--- config.mk ---
export PLATFORM = sky130hd
export DESIGN_NAME = ppc_mac
export DESIGN_NICKNAME = d
export VERILOG_FILES = /design/src/sv/ppc_pkg.sv /design/src/sv/ppc_mac.sv
export SDC_FILE = /design/constraint.sdc
export NUM_CORES = 2
export LEC_CHECK = 0
export ABC_AREA = 0
export BUFFER_PORTS_ARGS = -buffer_cell sky130_fd_sc_hd__buf_4
export CELL_PAD_IN_SITES_DETAIL_PLACEMENT = 1
export CELL_PAD_IN_SITES_GLOBAL_PLACEMENT = 2
export CORE_ASPECT_RATIO = 0.6
export CORE_UTILIZATION = 43
export CTS_CLUSTER_SIZE = 25
export DETAILED_ROUTE_END_ITERATION = 10
export PLACE_DENSITY_LB_ADDON = 0.2
export SLEW_MARGIN = 0
export SYNTH_ARGS = -nofsm -noshare
export SYNTH_HDL_FRONTEND = slang
export SYNTH_SLANG_ARGS = --single-unit
--- constraint.sdc ---
create_clock -name clk -period 13.56 [get_ports clk]
set_input_delay 2.034 -clock clk [delete_from_list [all_inputs] [get_ports clk]]
set_output_delay 2.034 -clock clk [all_outputs]
set_load 0.01 [all_outputs]
--- src/sv/ppc_pkg.sv ---
// Shared types and constants for the point polygon contact block.
`timescale 1ns / 1ps
package ppc_pkg;

  localparam int PPC_MAX_SIDES = 16;

  localparam int COORD_W  = 32;
  localparam int SIDES_W  = 5;
  localparam int RADIUS_W = 31;
  localparam int SLOT_W   = 4;
  localparam int NRM_W    = 16;
  localparam int CFG_IDX_W  = 1;
  localparam int CFG_DATA_W = 32;

  localparam int IN_DATA_W  = 136;
  localparam int OUT_DATA_W = 72;

  localparam int OP_W   = 35;
  localparam int PROD_W = 2 * OP_W;
  localparam int ACC_W  = PROD_W + 2;
  localparam int RAD_W  = 68;
  localparam int ROOT_W = RAD_W / 2;
  localparam int QW     = 15;
  localparam int NUM_W  = 48;
  localparam int FRAC_SHIFT = 14;

  localparam logic MODE_LOAD  = 1'b0;
  localparam logic MODE_QUERY = 1'b1;

  typedef enum logic [CFG_IDX_W-1:0] {
    REG_SIDES  = 1'b0,
    REG_RADIUS = 1'b1
  } cfg_reg_t;

  typedef enum logic [1:0] {
    MAC_LOAD,
    MAC_ADD,
    MAC_SUB
  } mac_op_t;

  typedef struct packed {
    logic    en;
    mac_op_t op;
  } mac_cmd_t;

  typedef enum logic [3:0] {
    S_IDLE,
    S_RAD,
    S_WALK,
    S_P0,
    S_P1,
    S_E1,
    S_E2,
    S_NRM,
    S_ROOT,
    S_DIVX,
    S_DIVY,
    S_DEP,
    S_DONE
  } state_t;

endpackage

--- src/sv/ppc_mac.sv ---
// Shared signed multiplier with a registered product and an accumulator.
`timescale 1ns / 1ps
module ppc_mac (
  input  logic                               clk,
  input  logic                               rst_n,
  input  ppc_pkg::mac_cmd_t                  cmd,
  input  logic signed [ppc_pkg::OP_W-1:0]    op_a,
  input  logic signed [ppc_pkg::OP_W-1:0]    op_b,
  output logic signed [ppc_pkg::ACC_W-1:0]   acc
);
  import ppc_pkg::*;

  logic signed [PROD_W-1:0] prod_r;
  mac_cmd_t                 cmd_r;
  logic signed [ACC_W-1:0]  acc_r;
  logic signed [ACC_W-1:0]  acc_nxt;
  logic signed [ACC_W-1:0]  prod_ext;

  always_ff @(posedge clk) begin
    prod_r <= op_a * op_b;
    acc_r  <= acc_nxt;
    if (!rst_n) begin
      cmd_r <= '0;
    end else begin
      cmd_r <= cmd;
    end
  end

  always_comb begin
    prod_ext = ACC_W'(prod_r);
    acc_nxt  = acc_r;
    if (cmd_r.en) begin
      case (cmd_r.op)
        MAC_LOAD: acc_nxt = prod_ext;
        MAC_ADD:  acc_nxt = acc_r + prod_ext;
        MAC_SUB:  acc_nxt = acc_r - prod_ext;
        default:  acc_nxt = acc_r;
      endcase
    end
  end

  assign acc = acc_r;

endmodule

==> run metrics <==
outcome finished, final reports clean; post-synthesis cell count 5815; Max FO, Critical Path 35; Hold Path Class flip-flop to flip-flop; CP Capture Type flip-flop; RSZ-0062 raised after global routing false; H-tree depth 4; Hold Fails Final Rpt 0; final worst path period need 10.51 ns; register bit total from synthesis 145; layout cells sized above 1 3.823%; most frequent cells in the layout 1311 x fa_1, 1253 x inv_1, 688 x nand2_1; final RePlAce weighted congestion 0.8546; endpoints failing setup 0; row cnt 99; CTS Buf Count 25; hold_ws 0.5900 ns; Rel. slew slack 22.01%; sequential-to-total area share from yosys stat 6.769%; chip height 275.3 µm; Setup CP Type input port to flip-flop; io pins 147; Post-synth EDFFs 72; yosys warns 0; clock-pin slew on the worst setup and hold paths 0.06 ns; Fin Setup TNS 0 ns; Root Buffer clkbuf_16; Synth Area per Inst 9.206 µm²; DRT Pass-1 Iters 5; WHS Path Cells 2; die width 457.5 µm; Max Clock Skew 0.01747 ns; post_cts resized 0; Finished Layout Cells 7328; Max Fclk 0.09517 GHz; Inst Count DP 7287; placed standard-cell area 55610 µm²; latest clock arrival within the worst-skew pair 0.50 ns; DRC violations left 0; Layout Nets 7366; post-route cell area 56350 µm²; Routed Wire Length 175.3 mm; P&R area growth vs syn 5.259%; Worst EP required 13.98 ns; vias per cell 5.370; Routed Antenna Nets 0; initial antenna violation count 13; most common cell after layout, fill and taps aside fa_1; setup bufs post-CTS 0; DR vias 39.35k; Final period util 77.49%; CTS tree built; gr ovfl total 0; GRT Total Usage 29.22%; clk buf depth 3; Startpoint Class input port; asr flop ratio synth 0%; clock sink total 145; core box area 122500 µm²; DR iter-0 viols 2410; vias in the first global route 45.18k; input/output buffers 146; drt wl/cell 23.92 µm; Worst R2R Path Depth 19; area of the mapped netlist 53530 µm²; Least-Margin Pin Slew 1.159 ns; top_reg_cell synth dfxtp_1; Initial Util 43.70%; Hold Buf Count CTS 0; Worst Path Arrival 10.93 ns; Die ar. 126000 µm²; Synth cell types 80; largest net degree at the start of global routing 73; Max Slew Vio Count 0; Detailed Place HPWL 136.1 mm; first-pass GRT wire length 278.7 mm; Synthesized Nets 7483; max_cap viols 0
Yosys cell counts, types with 6 or more instances:
cell type / n / area (µm²)
a21o_1: 89 / 668.1
o21ai_1: 8 / 40.04
and3_1: 19 / 118.9
nand3_1: 27 / 135.1
and2_1: 665 / 4160
nor2b_1: 19 / 118.9
nand2b_1: 26 / 162.7
a41oi_1: 10 / 87.58
nor3_1: 32 / 160.2
o31ai_1: 9 / 67.56
xnor2_1: 158 / 1384
clkbuf_1: 294 / 1104
a211oi_1: 13 / 97.59
nor4_1: 14 / 87.58
nand2_1: 688 / 2582
o21a_1: 16 / 120.1
o21bai_1: 24 / 180.2
fa_1: 1312 / 26270
nor2_1: 153 / 574.3
a21boi_0: 6 / 45.04
inv_1: 1253 / 4703
o21ai_0: 136 / 680.7
edfxtp_1: 72 / 2162
nand4_1: 35 / 219.0
nor3b_1: 9 / 67.56
xor2_1: 54 / 473.0
dfxtp_1: 73 / 1461
a31oi_1: 28 / 175.2
a21oi_1: 188 / 940.9
ha_1: 281 / 3516
worst paths after layout:
path              startpoint         end  slack (ns)
setup / recovery     op_b[2]  prod_r[69]        3.05
hold / removal    prod_r[32]     acc[32]        0.59
setup reg to reg   prod_r[5]     acc[71]        6.56
hold reg to reg   prod_r[32]     acc[32]        0.59
sequential cells by signal (all words and copies together), names as in the netlist:
signal	count
acc	72
cmd_r	3
prod_r	70
per-stage QoR:
stage / util [%] / setup slack (ns)
floorplan: - / 3.524
global placement: 45.40 / 2.635
detailed placement: 45.40 / 2.490
CTS: 45.98 / 2.992
global route: 45.98 / 2.523
finish: 46.00 / 3.052
critical path, cell delays in order:
cell       delay (ns)
buf_4            0.27
nand2_1          0.17
inv_1            0.10
fa_1             0.56
inv_1            0.13
fa_1             0.52
inv_1            0.08
fa_1             1.15
inv_1            0.16
fa_1             0.54
inv_1            0.67
fa_1             0.58
fa_1             0.57
fa_1             0.43
fa_1             0.44
ha_1             0.39
a21o_1           0.21
a21o_1           0.17
a21o_1           0.23
nor2_1           0.11
o21ai_0          0.09
or3_1            0.32
a311o_1          0.33
nand2_1          0.12
o2111ai_1        0.14
a21oi_1          0.21
xnor2_1          0.14
logic make-up (layout without fill, tap and decap cells):
family                   Yosys count  after routing  synth area share, %
AND/OR/NAND/NOR                 1726           1726                16.38
adder cells (fa/ha/maj)         1593           1593                55.63
buffers and inverters           1550           1438                10.87
AO/OA/AOI/OAI                    582            582                6.748
XOR/XNOR                         212            212                3.468
flip-flops                       145            145                6.769
multiplexers                       7              7               0.1402
other                              0              9                    0
area by class of cell:
cell class / instances / area, µm²
antenna: 9 / 22.52
clock buffer: 30 / 706.9
clock inverter: 2 / 7.507
fill: 14020 / 66160
inverter: 1253 / 4703
multi-input combinational: 4120 / 44110
sequential: 145 / 3623
tap: 1616 / 2022
timing repair buffer: 153 / 1149
routing by layer:
layer	vias to the layer above	routed length (µm)	GRT usage, %
li1	17080	-	-
met1	21090	82890	42.50
met4	0	3600	5.458
met5	-	0	0
met2	1008	78870	46.86
met3	170	9938	4.047
Power is left out: the tool's default activity adds up to more than one toggle a clock period on the data nets, which glitch-free logic cannot reach.
