**src/sv/ppc_pkg.sv**
```systemverilog
// Shared types and constants for the point polygon contact block.
`timescale 1ns / 1ps
package ppc_pkg;

  localparam int PPC_MAX_SIDES = 16;

  localparam int COORD_W  = 32;
  localparam int SIDES_W  = 5;
  localparam int RADIUS_W = 31;
  localparam int SLOT_W   = 4;
  localparam int NRM_W    = 16;
  localparam int CFG_IDX_W  = 1;
  localparam int CFG_DATA_W = 32;

  localparam int IN_DATA_W  = 136;
  localparam int OUT_DATA_W = 72;

  localparam int OP_W   = 35;
  localparam int PROD_W = 2 * OP_W;
  localparam int ACC_W  = PROD_W + 2;
  localparam int RAD_W  = 68;
  localparam int ROOT_W = RAD_W / 2;
  localparam int QW     = 15;
  localparam int NUM_W  = 48;
  localparam int FRAC_SHIFT = 14;

  localparam logic MODE_LOAD  = 1'b0;
  localparam logic MODE_QUERY = 1'b1;

  typedef enum logic [CFG_IDX_W-1:0] {
    REG_SIDES  = 1'b0,
    REG_RADIUS = 1'b1
  } cfg_reg_t;

  typedef enum logic [1:0] {
    MAC_LOAD,
    MAC_ADD,
    MAC_SUB
  } mac_op_t;

  typedef struct packed {
    logic    en;
    mac_op_t op;
  } mac_cmd_t;

  typedef enum logic [3:0] {
    S_IDLE,
    S_RAD,
    S_WALK,
    S_P0,
    S_P1,
    S_E1,
    S_E2,
    S_NRM,
    S_ROOT,
    S_DIVX,
    S_DIVY,
    S_DEP,
    S_DONE
  } state_t;

endpackage

```
**src/sv/ppc_vstore.sv**
```systemverilog
// Vertex offset memory with one write port and one registered read port.
`timescale 1ns / 1ps
module ppc_vstore #(
  parameter int DEPTH = ppc_pkg::PPC_MAX_SIDES,
  parameter int AW    = $clog2(ppc_pkg::PPC_MAX_SIDES)
) (
  input  logic                                clk,
  input  logic                                we,
  input  logic [AW-1:0]                       waddr,
  input  logic signed [ppc_pkg::COORD_W-1:0]  wx,
  input  logic signed [ppc_pkg::COORD_W-1:0]  wy,
  input  logic [AW-1:0]                       raddr,
  output logic signed [ppc_pkg::COORD_W-1:0]  rx,
  output logic signed [ppc_pkg::COORD_W-1:0]  ry
);
  import ppc_pkg::*;

  logic [2*COORD_W-1:0] mem [DEPTH];
  logic [2*COORD_W-1:0] rd_r;

  always_ff @(posedge clk) begin
    if (we) begin
      mem[waddr] <= {wy, wx};
    end
    rd_r <= mem[raddr];
  end

  assign rx = $signed(rd_r[COORD_W-1:0]);
  assign ry = $signed(rd_r[2*COORD_W-1:COORD_W]);

endmodule

```
**config.mk**
```make
export PLATFORM = sky130hd
export DESIGN_NAME = ppc_vstore
export DESIGN_NICKNAME = d
export VERILOG_FILES = /design/src/sv/ppc_pkg.sv /design/src/sv/ppc_vstore.sv
export SDC_FILE = /design/constraint.sdc
export NUM_CORES = 1
export LEC_CHECK = 0
export BUFFER_PORTS_ARGS = -buffer_cell sky130_fd_sc_hd__buf_2
export CELL_PAD_IN_SITES_DETAIL_PLACEMENT = 0
export CELL_PAD_IN_SITES_GLOBAL_PLACEMENT = 1
export CORE_ASPECT_RATIO = 0.5
export CORE_MARGIN = 2
export CORE_UTILIZATION = 40
export CTS_CLUSTER_DIAMETER = 120
export DETAILED_ROUTE_END_ITERATION = 8
export MAX_ROUTING_LAYER = met4
export PLACE_DENSITY = 0.59
export SYNTH_ARGS = -nofsm -noshare
export SYNTH_HDL_FRONTEND = slang
export SYNTH_SLANG_ARGS = --single-unit
```
**constraint.sdc**
```tcl
create_clock -name clk -period 6.2 [get_ports clk]
set_input_delay 0.31 -clock clk [delete_from_list [all_inputs] [get_ports clk]]
set_output_delay 0.31 -clock clk [all_outputs]
set_load 0.05 [all_outputs]
```
==> results.py <==
metrics = {
    "global_route": {
        "grt_max_degree": 99,
        "grt-ovfl-total": 0,
        "grt_pass1_wl_um": 127300,
        "track_usage_pct": 17.66,
        "initial_antenna_violation_count": 0,
        "first_global_vias": 18520,
    },
    "finish": {
        "n_antenna_cell": 0,
        "final_layout_fill_cell_count": 8167,
        "mostFrequentLayoutCell": "edfxtp_1",
        "multiInputGateArea_um2": 7234,
        "final_layout_size_suffix_gt1_share_pct": 30.08,
        "num-nets-final": 1970,
        "mostFrequentLayoutCells": "1024 x edfxtp_1, 256 x mux4_2, 135 x buf_2",
        "syn_to_final_growth_pct": 15.07,
        "register_area_um2": 32030,
    },
    "power_and_ir_drop": {
        "power.density_cell_area_nw_per_um2": 328.5,
        "totalPowerFinal_mw": 14.96,
        "p_int_mw": 11.71,
        "power.leakage_nw": 14.51,
        "comb_power_share_pct": 6.0,
        "ir_worst_vdd_v": 0.0001870,
        "swShare_pct": 21.75,
        "switching_power_mw": 3.254,
        "power.share.clock_pct": 38.7,
        "power.share.sequential_pct": 55.3,
    },
    "clock_tree": {
        "max-clock-path-buffers": 3,
        "postCtsResizedCells": 0,
        "worst_setup_hold_path_clk_slew_ns": 0.06,
        "cts_root_buf": "clkbuf_16",
        "cts_tree": "done",
        "cts_buffers": 95,
        "clock_sinks": 1088,
        "cts_max_level": 3,
        "clock_latency_ns": 0.68,
    },
    "drt": {
        "drc_errors": 0,
        "routedWlPerCell_um": 26.14,
        "total_number_of_vias": 17730,
        "drt-initial-drc-count": 1740,
        "viasPerCell": 5.368,
        "routed_wl_um": 86330,
        "drt.antenna.violating_nets": 0,
        "first_pass_iters": 5,
    },
    "timing": {
        "timing.final.hold_violations": 0,
        "finalClockSkew_ns": 0.02444,
        "drv_slew": 0,
        "grt_setup_unrepaired": "false",
        "maxSlewHeadroom_pct": 22.80,
        "final_min_period_over_clock_period_pct": 35.67,
        "achievable-frequency_mhz": 452.1,
        "timing.final.crit_period_ns": 2.212,
        "setup_viol": 0,
        "setup_total_negative_slack_ns": 0,
        "worst_pin_slew_ns": 1.158,
    },
    "floorplanning": {
        "die_h_um": 226.4,
        "die_ar_um2": 101600,
        "die_w_um": 448.9,
        "fp_rows": 81,
        "ioPinCount": 138,
        "start_util_pct": 40.43,
        "core_area_um2": 97900,
    },
    "critical_path": {
        "crit-reg2reg-capture": "rd_r[25]",
        "arrival_worst_endpoint_ns": 2.52,
        "regToRegStartpoint": "mem[2][25]",
        "worst_setup_path_start_kind": "primary input",
        "cp_max_fo": 29,
        "regToRegSetupSlack_ns": 4.86,
        "worstPathRequired_ns": 6.51,
        "crit_path_end_kind": "flop",
        "timing.reg2reg.worst_path_depth": 3,
        "timing_worst_setup_path_type": "in2reg",
    },
    "synthesis": {
        "top_post_synthesis_cells_by_area": "edfxtp_1 78%, mux4_2 15%, dfxtp_1 3.2%",
        "synth.largest_area_cell": "edfxtp_1",
        "post_synth_instance_area_um2": 39580,
        "synth_cells": 1647,
        "yosys.area.top_type_share_pct": 77.69,
        "yosys_cell_types": 18,
        "avgSynthCellArea_um2": 24.03,
        "synth.yosys.seq_area_share_pct": 80.92,
        "synth-seq-cells": 1088,
        "synthesis.yosys.warnings": 0,
        "postSynthNetCount": 1721,
    },
    "place": {
        "io_buffers": 137,
        "place_hpwl_um": 43190,
        "gp_congestion": 0.6948,
    },
    "min_path": {
        "hold_start": "wx[10]",
        "worstHoldPathCells": 1,
        "min_path_type": "in2reg",
        "hold_end": "mem[15][10]",
    },
    "job": {
        "drv_cap": 0,
    },
    "outcome": {
        "run_status": "completed",
    },
}
[cells by family after synthesis]
logic type,count (synthesis),synth area share (%)
multiplexers,256,14.57
flip-flops,1088,80.92
AO/OA/AOI/OAI,128,2.428
AND/OR/NAND/NOR,91,0.9420
buffers and inverters,84,1.141
[registers in the layout (all words and copies together), names as in the netlist]
register / count
mem: 1024
rd_r: 64
[repair_timing]
item	CTS	global route
endpoints found under the hold margin	893	0
hold buffers	59	0
setup buffers	0	0
[power groups by stage]
| stage | clock [mW] | sequential (mW) | combinational, mW |
|---|---|---|---|
| 2_1_floorplan | 0 | 8.59 | 0.392 |
| 3_3_place_gp | 0 | 8.43 | 0.878 |
| 3_5_place_dp | 0 | 8.44 | 0.884 |
| 4_1_cts | 5.93 | 8.28 | 0.916 |
| 5_1_grt | 6.22 | 8.28 | 0.961 |
| 6_report | 5.80 | 8.27 | 0.896 |
[layout make-up]
class	instances	area share [%]
clock inverter	43	0.8049
clock buffer	133	5.777
timing repair buffer	236	3.560
tap	1328	3.648
sequential	1088	70.33
multi-input combinational	475	15.88
[metrics by stage]
| step | setup slack [ns] | hold WS [ns] | area, µm² | utilization [%] | cells |
|---|---|---|---|---|---|
| finish | 3.988 | 0.03922 | 45550 | 46.52 | 3303 |
| global route | 3.916 | 0.02114 | 45550 | 46.52 | 3303 |
| CTS | 4.024 | 0.004637 | 45550 | 46.52 | 3303 |
| detailed placement | 3.294 | 0.6569 | 41960 | 42.86 | 3068 |
| global placement | 3.320 | 0.6536 | 41960 | 42.86 | 3068 |
| floorplan | 0.4612 | 0.4089 | 39580 | - | 1647 |
[how the worst max path moves through the flow]
stage | startpoint | end | slack (ns) | cells past startpoint
final | waddr[2] | mem[2][40] | 3.99 | 5
after global routing | raddr[0] | rd_r[4] | 3.92 | 5
after floorplan | waddr[2] | mem[0][0] | 0.46 | 2
after CTS | waddr[2] | mem[2][31] | 4.02 | 5
after detailed placement | waddr[2] | mem[2][31] | 3.29 | 5
after global placement | waddr[2] | mem[2][31] | 3.32 | 5
[cell usage after synthesis]
cell type / number
a22oi_1: 128
and2_1: 1
buf_1: 16
buf_2: 13
buf_4: 6
buf_6: 13
clkbuf_1: 36
dfxtp_1: 64
edfxtp_1: 1024
mux4_2: 256
nand2_1: 65
nand2b_1: 2
nand3_1: 1
nand3b_1: 2
nor2_1: 13
nor2b_1: 2
nor3_1: 4
or3b_2: 1
[critical path, stage by stage]
cell	delay (ns)
buf_2	0.11
or3b_2	0.59
nor2_4	0.32
buf_4	0.55
buf_4	0.58
[routing by layer]
| metal | wire length, µm | up-vias | global-route usage [%] |
|---|---|---|---|
| li1 | - | 7550 | - |
| met1 | 39150 | 9698 | 24.53 |
| met2 | 41980 | 380 | 27.84 |
| met3 | 3995 | 102 | 3.156 |
| met4 | 1201 | 0 | 3.193 |
| met5 | 0 | - | - |
No activity file was read; power rests on OpenSTA's default activity.
