**src/sv/ppc_pkg.sv**
```systemverilog
// Shared types and constants for the point polygon contact block.
`timescale 1ns / 1ps
package ppc_pkg;

  localparam int PPC_MAX_SIDES = 16;

  localparam int COORD_W  = 32;
  localparam int SIDES_W  = 5;
  localparam int RADIUS_W = 31;
  localparam int SLOT_W   = 4;
  localparam int NRM_W    = 16;
  localparam int CFG_IDX_W  = 1;
  localparam int CFG_DATA_W = 32;

  localparam int IN_DATA_W  = 136;
  localparam int OUT_DATA_W = 72;

  localparam int OP_W   = 35;
  localparam int PROD_W = 2 * OP_W;
  localparam int ACC_W  = PROD_W + 2;
  localparam int RAD_W  = 68;
  localparam int ROOT_W = RAD_W / 2;
  localparam int QW     = 15;
  localparam int NUM_W  = 48;
  localparam int FRAC_SHIFT = 14;

  localparam logic MODE_LOAD  = 1'b0;
  localparam logic MODE_QUERY = 1'b1;

  typedef enum logic [CFG_IDX_W-1:0] {
    REG_SIDES  = 1'b0,
    REG_RADIUS = 1'b1
  } cfg_reg_t;

  typedef enum logic [1:0] {
    MAC_LOAD,
    MAC_ADD,
    MAC_SUB
  } mac_op_t;

  typedef struct packed {
    logic    en;
    mac_op_t op;
  } mac_cmd_t;

  typedef enum logic [3:0] {
    S_IDLE,
    S_RAD,
    S_WALK,
    S_P0,
    S_P1,
    S_E1,
    S_E2,
    S_NRM,
    S_ROOT,
    S_DIVX,
    S_DIVY,
    S_DEP,
    S_DONE
  } state_t;

endpackage

```
**src/sv/ppc_div.sv**
```systemverilog
// Restoring divider for the normal components, one quotient bit per cycle.
`timescale 1ns / 1ps
module ppc_div (
  input  logic                          clk,
  input  logic                          rst_n,
  input  logic                          start,
  input  logic [ppc_pkg::NUM_W-1:0]     num,
  input  logic [ppc_pkg::ROOT_W-1:0]    den,
  output logic                          done,
  output logic [ppc_pkg::QW-1:0]        quo
);
  import ppc_pkg::*;

  localparam int CNT_W = $clog2(QW + 1);

  logic [ROOT_W-1:0] rem_r;
  logic [QW-1:0]     low_r;
  logic [QW-1:0]     quo_r;
  logic [CNT_W-1:0]  cnt_r;
  logic              busy_r;
  logic              done_r;
  logic [ROOT_W:0]   trial;
  logic              ge;

  assign trial = {rem_r, low_r[QW-1]};
  assign ge    = (trial >= {1'b0, den});

  always_ff @(posedge clk) begin
    if (!rst_n) begin
      busy_r <= 1'b0;
      done_r <= 1'b0;
    end else begin
      done_r <= 1'b0;
      if (start) begin
        // The quotient stays below 2^QW, so the top bits are already below den.
        rem_r  <= ROOT_W'(num[NUM_W-1:QW]);
        low_r  <= num[QW-1:0];
        quo_r  <= '0;
        cnt_r  <= CNT_W'(QW);
        busy_r <= 1'b1;
      end else if (busy_r) begin
        rem_r <= ge ? ROOT_W'(trial - {1'b0, den}) : ROOT_W'(trial);
        low_r <= low_r << 1;
        quo_r <= {quo_r[QW-2:0], ge};
        cnt_r <= cnt_r - 1'b1;
        if (cnt_r == CNT_W'(1)) begin
          busy_r <= 1'b0;
          done_r <= 1'b1;
        end
      end
    end
  end

  assign done = done_r;
  assign quo  = quo_r;

endmodule

```
**config.mk**
```make
export PLATFORM = sky130hd
export DESIGN_NAME = ppc_div
export DESIGN_NICKNAME = d
export VERILOG_FILES = /design/src/sv/ppc_pkg.sv /design/src/sv/ppc_div.sv
export SDC_FILE = /design/constraint.sdc
export NUM_CORES = 1
export LEC_CHECK = 0
export BUFFER_PORTS_ARGS = -buffer_cell sky130_fd_sc_hd__buf_2
export CAP_MARGIN = 10
export CORE_MARGIN = 2
export CORE_UTILIZATION = 57
export DETAILED_ROUTE_END_ITERATION = 8
export PLACE_DENSITY = 0.85
export SYNTH_ARGS = -nofsm -noshare
export SYNTH_HDL_FRONTEND = slang
export SYNTH_SLANG_ARGS = --single-unit
```
**constraint.sdc**
```tcl
create_clock -name clk -period 3.52 [get_ports clk]
set_input_delay 0.704 -clock clk [delete_from_list [all_inputs] [get_ports clk]]
set_output_delay 0.704 -clock clk [all_outputs]
set_load 0.03 [all_outputs]
```
==> results of run 1 <==
==> what timing repair did <==
| item | in CTS | in global routing |
|---|---|---|
| endpoints found under the hold margin | 0 | 0 |
| resized for setup | 0 | 1 |
| endpoints found under the setup margin | 0 | 2 |
==> critical path, delay by kind of cell <==
family          cells  cell delay [ns]
compound gates      4             0.80
buf+inv             2             0.26
fa+ha+maj           2             0.65
simple gates        4             0.81
xor+xnor            1             0.16
==> power by group through the flow <==
stage	sequential [mW]	combinational (mW)	clock (mW)
5_1_grt	1.05	1.03	0.813
4_1_cts	1.05	0.933	0.791
3_5_place_dp	1.06	0.923	0
2_1_floorplan	1.07	0.621	0
6_report	1.05	0.944	0.782
3_3_place_gp	1.06	0.886	0
==> cell type report <==
cell class                 instances  area share
multi-input combinational        401       0.461
clock inverter                     7      0.0165
sequential                        70       0.327
clock buffer                       9      0.0195
timing repair buffer             138       0.126
tap                              111      0.0218
inverter                          48      0.0283
==> logic make-up (layout without fill, tap and decap cells) <==
group | after synthesis | in the layout
flops | 70 | 70
fa+ha+maj | 37 | 37
compound gates | 137 | 137
xor+xnor | 31 | 31
buf+inv | 81 | 202
mux | 21 | 21
simple gates | 175 | 175
==> cells in the mapped netlist (2+ instances only) <==
master	instances	area share
buf_2	6	0.0056
and3_1	8	0.0094
xnor2_1	19	0.031
a211o_1	2	0.0033
mux2i_1	4	0.0075
nor4_1	2	0.0023
ha_1	36	0.085
edfxtp_1	68	0.38
or3_1	2	0.0023
dfxtp_1	2	0.0075
nand2b_1	7	0.0082
o22ai_1	3	0.0035
o21bai_1	4	0.0056
nor4b_1	2	0.0033
nand2_1	55	0.039
mux2_2	17	0.036
o211ai_1	2	0.0028
inv_1	48	0.034
a41oi_1	3	0.0049
o311ai_0	17	0.028
or4_1	3	0.0042
xor2_1	12	0.020
clkbuf_1	25	0.018
nor3_1	10	0.0094
nand4_1	6	0.0070
o21a_1	7	0.0099
a21o_1	8	0.011
and3b_1	9	0.015
a31oi_1	9	0.011
nor2_1	18	0.013
a221o_1	10	0.019
a21oi_1	34	0.032
o21ai_0	20	0.019
nor2b_1	20	0.023
nand3b_1	18	0.025
nand3_1	11	0.010
a211oi_1	4	0.0056
==> registers in the layout (all words and copies together), names as in the netlist <==
| signal | count |
|---|---|
| rem_r | 34 |
| low_r | 15 |
| quo | 15 |
| cnt_r | 4 |
| busy_r | 1 |
| done | 1 |
==> stage by stage <==
stage / cell area (µm²) / TNS, ns
finish: 6360 / 0
global route: 6360 / 0
CTS: 6360 / 0
detailed placement: 6130 / -0.0909
global placement: 6130 / -0.0179
floorplan: 5330 / 0
==> path summary, 6_finish.rpt <==
| check | start | to |
|---|---|---|
| min reg2reg | busy_r$_SDFF_PN0_ | done$_SDFF_PP0_ |
| max reg2reg | low_r[14]$_DFFE_PP_ | rem_r[30]$_DFFE_PP_ |
| min | busy_r$_SDFF_PN0_ | done$_SDFF_PP0_ |
| max | den[0] | rem_r[30]$_DFFE_PP_ |
==> routing by layer <==
metal | part of all wire | vias to the layer above | GRT usage | routed length [µm]
met5 | 0 | - | 0 | 0
met4 | 0.025 | 0 | 0.116 | 325
met3 | 0.062 | 37 | 0.0576 | 821
met2 | 0.49 | 184 | 0.457 | 6410
met1 | 0.43 | 2237 | 0.327 | 5650
li1 | - | 2283 | - | -
==> results.cfg, run 1 <==
[clocking]
postCtsHoldBufs = 0
cts_buffer_depth = 2
cts-root-buf = clkbuf_8
htree_levels = 3
cts_buffers = 9
insertion_delay_ns = 0.36
tritoncts = built
postCtsSetupBuffers = 0
clkTransAtPathRegs_ns = 0.09
clkSinkCount = 70

[synthesis]
muxShareOfSynthArea = 0.0435
yosysSeqAreaShare = 0.391
yosys_warnings = 0
synthArstFlopShare = 0
synth_top_family_by_area = compound AO/OA/AOI/OAI gates
synth_simple_gate_area_share = 0.178
synth_cells = 552
postSynthAreaPerCell_um2 = 9.65
syn-cell-area_mm2 = 0.00533
synth_ff_type = edfxtp_1
synth-seq-cells = 70
syn_nets = 674
ys_types = 58
synth_edf_count = 68
synth_xor_xnor_area_share = 0.0510
synth_compound_area_frac = 0.188
synthAdderAreaFrac = 0.0883

[final_layout]
layout_commonest_cell = buf_2
final_core_util = 0.695
final_net_count = 790
area_growth_pct = 19.5
drive_above_1_share = 0.272
stdcell_count = 784
multi_input_area_mm2 = 0.00293
layout_common_cells = 99 x buf_2, 68 x edfxtp_1, 55 x nand2_1
fillers = 724
antenna_cells = 0
regArea_mm2 = 0.00208

[sta]
setup_viol = 0
slew_headroom = 0.415
hold_viol_final = 0
fin_crit_ns = 3.26
period_share = 0.927
report.final.slew_viol_count = 0
fmax_mhz = 306
worstMarginPinSlew_ns = 0.874
rsz0062_at_grt = no
timing.hold.ws_ns = 0.511
clock_skew_ns = 0.0140
finalWorstSetupSlack_ns = 0.256

[global_routing]
grt_max_degree = 68
grt_util_all_layers = 0.268
grt_first_pass_wirelength_mm = 21.7
grt-ovfl-total = 0
antenna_found_initial = 0
grt_pass1_vias = 4800

[worst_setup_path]
start_kind = primary input
slowest_stage = fa_1
r2r_slack_ns = 0.34
crit_path_end_kind = flip-flop
critPathKind = primary input to flip-flop
arrival_ns = 3.39
critPathMaxFanout = 3
critPathRequiredTime_ns = 3.64
crit_chain = buf_2 > ha_1 > fa_1 > nand2b_1 > a21oi_1 > buf_4 > nor4b_2 > nor3_1 > o211ai_2 > nand3_1 > a31oi_1 > xnor2_1 > a221o_1
reg2reg_depth = 13
max_stage_delay_ns = 0.42

[placement]
dp_worst_setup_slack_ns = -0.0530
routabilityCongestion = 0.942
dp_cells = 768
portBuffers = 100
hpwlAfterDp_mm = 9.73

[status]
status = finished clean

[floorplanning]
num_rows = 35
initial_core_util = 0.582
ios = 101
core_area_mm2 = 0.00915
fp.dieW_um = 101
die_y_um = 101
die_area_mm2 = 0.0101

[power]
p_total_mw = 2.77
combPwrFrac = 0.341
p_int_mw = 1.84
clkPwrFrac = 0.282
power_density_mw_per_mm2 = 436
leakagePower_nw = 2.80
sw_frac_of_total = 0.335
seqPwrFrac = 0.377
p_switching_uw = 928
vdd_drop_max_uv = 250

[detailed_routing]
routed_wl_mm = 13.2
drc_errors = 0
drt_iter0_markers = 295
wl_per_cell_um = 16.8
ant_nets = 0
viasPerCell = 6.05
dr.pass1.iters = 7
vias = 4741

[min_path]
hold_class = flip-flop to flip-flop
hold_depth = 1

[flow_run]
drv_cap = 0
(Power assumes the default switching activity.)
==> run 2, diff against run 1 <==
--- a/config.mk
+++ b/config.mk
@@ -7,7 +7,6 @@
 export LEC_CHECK = 0
 export BUFFER_PORTS_ARGS = -buffer_cell sky130_fd_sc_hd__buf_2
 export CAP_MARGIN = 10
-export CORE_MARGIN = 2
 export CORE_UTILIZATION = 57
 export DETAILED_ROUTE_END_ITERATION = 8
 export PLACE_DENSITY = 0.85
==> results.cfg, run 2 (synthesis gave the netlist of run 1 again) <==
[clocking]
postCtsSetupBuffers = 0
cts_resized = 0
insertion_delay_ns = 0.34
clkSinkCount = 70
cts-root-buf = clkbuf_8
htree_levels = 3
clkTransAtPathRegs_ns = 0.08
cts_buffers = 9
postCtsHoldBufs = 0
cts_buffer_depth = 2
tritoncts = built

[floorplanning]
ios = 101
die_y_um = 98.7
core_area_mm2 = 0.00889
die_area_mm2 = 0.00973
num_rows = 34
initial_core_util = 0.599
fp.dieW_um = 98.7

[power]
seqPwrFrac = 0.406
power_density_mw_per_mm2 = 413
p_int_mw = 1.68
clkPwrFrac = 0.243
leakagePower_nw = 2.73
sw_frac_of_total = 0.348
combPwrFrac = 0.351
vdd_drop_max_uv = 273
p_switching_uw = 895

[detailed_routing]
viasPerCell = 5.99
ant_nets = 0
dr.pass1.iters = 5
routed_wl_mm = 12.4
drc_errors = 0
vias = 4614
wl_per_cell_um = 16.1
drt_iter0_markers = 272

[global_routing]
grt_max_degree = 65
grt_first_pass_wirelength_mm = 20.7
grt_pass1_vias = 4689
grt_util_all_layers = 0.263
grt-ovfl-total = 0
antenna_found_initial = 0

[final_layout]
regArea_mm2 = 0.00208
multi_input_area_mm2 = 0.00293
drive_above_1_share = 0.260
area_growth_pct = 17.1
final_net_count = 779
antenna_cells = 0
final_core_util = 0.701
largest_reg_flops = 34
regMostFlops = rem_r
layout_commonest_cell = buf_2
fillers = 701
layout_common_cells = 99 x buf_2, 68 x edfxtp_1, 55 x nand2_1

[worst_setup_path]
critPathRequiredTime_ns = 3.61
arrival_ns = 3.30
start_kind = primary input
critPathMaxFanout = 24
crit_path_end_kind = flip-flop
critPathKind = primary input to flip-flop

[sta]
finalWorstSetupSlack_ns = 0.310
setup_viol = 0
report.final.slew_viol_count = 0
slew_headroom = 0.406
clock_skew_ns = 0.00977
finalSetupTns_ns = 0
fin_crit_ns = 3.21
worstMarginPinSlew_ns = 0.888
hold_viol_final = 0
fmax_mhz = 312
period_share = 0.912
rsz0062_at_grt = no

[placement]
routabilityCongestion = 0.888
dp_worst_setup_slack_ns = -0.0521
hpwlAfterDp_mm = 9.25
portBuffers = 100

[min_path]
hold_class = flip-flop to flip-flop

[status]
status = finished clean

[flow_run]
drv_cap = 0
run 2: power groups by stage:
stage / clock [mW] / sequential, mW / combinational (mW)
final: 0.625 / 1.05 / 0.904
after global routing: 0.658 / 1.05 / 1.00
after CTS: 0.640 / 1.05 / 0.894
after detailed placement: 0 / 1.06 / 0.889
after global placement: 0 / 1.06 / 0.860
after floorplan: 0 / 1.07 / 0.621
run 2: final timing paths:
path | end | slack, ns | from | cells after the start
hold reg to reg | done$_SDFF_PP0_ | 0.50 | busy_r$_SDFF_PN0_ | 1
hold / removal | done$_SDFF_PP0_ | 0.50 | busy_r$_SDFF_PN0_ | 1
setup reg to reg | rem_r[4]$_DFFE_PP_ | 0.35 | rem_r[6]$_DFFE_PP_ | 11
setup / recovery | rem_r[1]$_DFFE_PP_ | 0.31 | den[6] | 12
run 2: stage by stage:
stage	power, mW	std cells	cell area (µm²)	hold WS (ns)
3_3_place_gp	1.92	754	6040	0.467
3_5_place_dp	1.95	754	6040	0.492
4_1_cts	2.58	770	6230	0.495
5_1_grt	2.71	770	6240	0.501
6_report	2.58	770	6240	0.499
2_1_floorplan	1.70	552	5330	0.454
run 2: worst max-delay path: stages:
cell,delay (ns)
buf_2,0.08
inv_1,0.03
ha_1,0.34
a211oi_1,0.36
nor2_1,0.16
o311ai_2,0.39
o211a_4,0.25
o21ai_4,0.09
a31oi_4,0.20
buf_4,0.29
mux2i_1,0.12
mux2_2,0.27
run 2: layout make-up:
type,count,area share
multi-input combinational,401,0.470
timing repair buffer,127,0.115
tap,108,0.0217
clock buffer,9,0.0199
clock inverter,7,0.0104
sequential,70,0.334
inverter,48,0.0289
run 2: per-layer routing:
metal	GRT usage	up-vias	routed length (µm)
met1	0.330	2151	5430
met4	0.0769	0	155
met3	0.0489	19	816
met5	0	-	0
met2	0.463	189	5960
li1	-	2255	-
==> run 3, diff against run 2 <==
--- a/config.mk
+++ b/config.mk
@@ -7,6 +7,7 @@
 export LEC_CHECK = 0
 export BUFFER_PORTS_ARGS = -buffer_cell sky130_fd_sc_hd__buf_2
 export CAP_MARGIN = 10
+export CORE_MARGIN = 3
 export CORE_UTILIZATION = 57
 export DETAILED_ROUTE_END_ITERATION = 8
 export PLACE_DENSITY = 0.85
==> results.cfg, run 3 (synthesis gave the netlist of run 1 again) <==
[worst_setup_path]
critPathKind = primary input to flip-flop
critPathMaxFanout = 3
r2r-start = rem_r[5]$_DFFE_PP_
arrival_ns = 3.40
r2r-end = rem_r[30]$_DFFE_PP_
reg2reg_depth = 10
r2r_slack_ns = 0.29
critPathRequiredTime_ns = 3.63
crit_path_end_kind = flip-flop
start_kind = primary input

[status]
status = finished clean

[final_layout]
layout_commonest_cell = buf_2
fillers = 690
final_core_util = 0.705
layout_common_cells = 99 x buf_2, 68 x edfxtp_1, 55 x nand2_1
drive_above_1_share = 0.262
largest_reg_flops = 34
area_growth_pct = 17.7
regMostFlops = rem_r
antenna_cells = 0
postLayoutCellArea_mm2 = 0.00627
final_net_count = 782
stdcell_count = 773

[global_routing]
antenna_found_initial = 0
grt_util_all_layers = 0.249
grt_first_pass_wirelength_mm = 20.9
grt_pass1_vias = 4627
grt-ovfl-total = 0
grt_max_degree = 64

[clocking]
postCtsHoldBufs = 0
cts_resized = 0
postCtsSetupBuffers = 0
tritoncts = built
htree_levels = 3
cts_buffers = 9
clkTransAtPathRegs_ns = 0.09
insertion_delay_ns = 0.36
cts-root-buf = clkbuf_8
cts_buffer_depth = 2
clkSinkCount = 70

[placement]
hpwlAfterDp_mm = 9.66
post_dp_cell_area_mm2 = 0.00606
dp_cells = 757
routabilityCongestion = 0.949
portBuffers = 100

[floorplanning]
fp.dieW_um = 103
die_y_um = 103
core_area_mm2 = 0.00889
ios = 101
num_rows = 34
initial_core_util = 0.599
die_area_mm2 = 0.0105

[sta]
report.final.slew_viol_count = 0
fin_crit_ns = 3.28
setup_viol = 0
slew_headroom = 0.421
period_share = 0.933
fmax_mhz = 304
rsz0062_at_grt = no
clock_skew_ns = 0.0117
worstMarginPinSlew_ns = 0.866
hold_viol_final = 0

[min_path]
hold_class = flip-flop to flip-flop
min_to = done$_SDFF_PP0_
hold_depth = 1
hold_start = busy_r$_SDFF_PN0_

[detailed_routing]
viasPerCell = 5.96
routed_wl_mm = 12.7
ant_nets = 0
drc_errors = 0
drt_iter0_markers = 273
vias = 4607
dr.pass1.iters = 5
wl_per_cell_um = 16.5

[power]
power_density_mw_per_mm2 = 421
leakagePower_nw = 2.74
vdd_drop_max_uv = 338

[flow_run]
drv_cap = 0
==> run 3: layout make-up <==
class | instances | area (µm²) | area share
clock inverter | 7 | 78.8 | 0.0126
timing repair buffer | 130 | 741 | 0.118
tap | 108 | 135 | 0.0216
inverter | 48 | 180 | 0.0288
multi-input combinational | 401 | 2930 | 0.467
clock buffer | 9 | 124 | 0.0198
sequential | 70 | 2080 | 0.332
==> run 3: layer usage <==
layer  vias to the layer above  wire (µm)  track usage
met5                         -          0            0
met4                         0        224       0.0757
met3                        22        936       0.0717
met2                       177       6130        0.419
met1                      2153       5450        0.312
li1                       2255          -            -
==> run 3: power breakdown <==
part	leakage, nW	internal, mW	total (mW)	switching (mW)
clock network	0.0929	0.334	0.685	0.350
registers	0.668	1.01	1.05	0.0348
logic	1.98	0.400	0.907	0.508
==> run 3: worst max path at each step <==
| stage | endpoint | startpoint |
|---|---|---|
| after floorplan | cnt_r[0]$_SDFFCE_PP1P_ | start |
| after global placement | rem_r[30]$_DFFE_PP_ | den[6] |
| after detailed placement | rem_r[28]$_DFFE_PP_ | den[16] |
| after CTS | rem_r[18]$_DFFE_PP_ | den[16] |
| after global routing | rem_r[30]$_DFFE_PP_ | den[6] |
| final | rem_r[30]$_DFFE_PP_ | den[6] |
==> run 3: critical path, cell delays in order <==
cell,delay [ns]
buf_2,0.08
inv_1,0.03
ha_1,0.33
a211oi_1,0.37
nor2_1,0.15
nor4b_1,0.43
nor3_1,0.17
o211ai_2,0.20
nand3_1,0.19
a31oi_1,0.27
xnor2_1,0.13
a221o_1,0.33
==> run 3: through the flow <==
| stage | setup WS, ns | TNS, ns | power, mW | hold WS (ns) |
|---|---|---|---|---|
| after global routing | 0.0818 | 0 | 2.79 | 0.512 |
| after floorplan | 0.240 | 0 | 1.70 | 0.454 |
| after global placement | 0.0297 | 0 | 1.92 | 0.468 |
| final | 0.236 | 0 | 2.64 | 0.490 |
| after detailed placement | -0.0384 | -0.239 | 1.96 | 0.497 |
| after CTS | 0.313 | 0 | 2.64 | 0.496 |
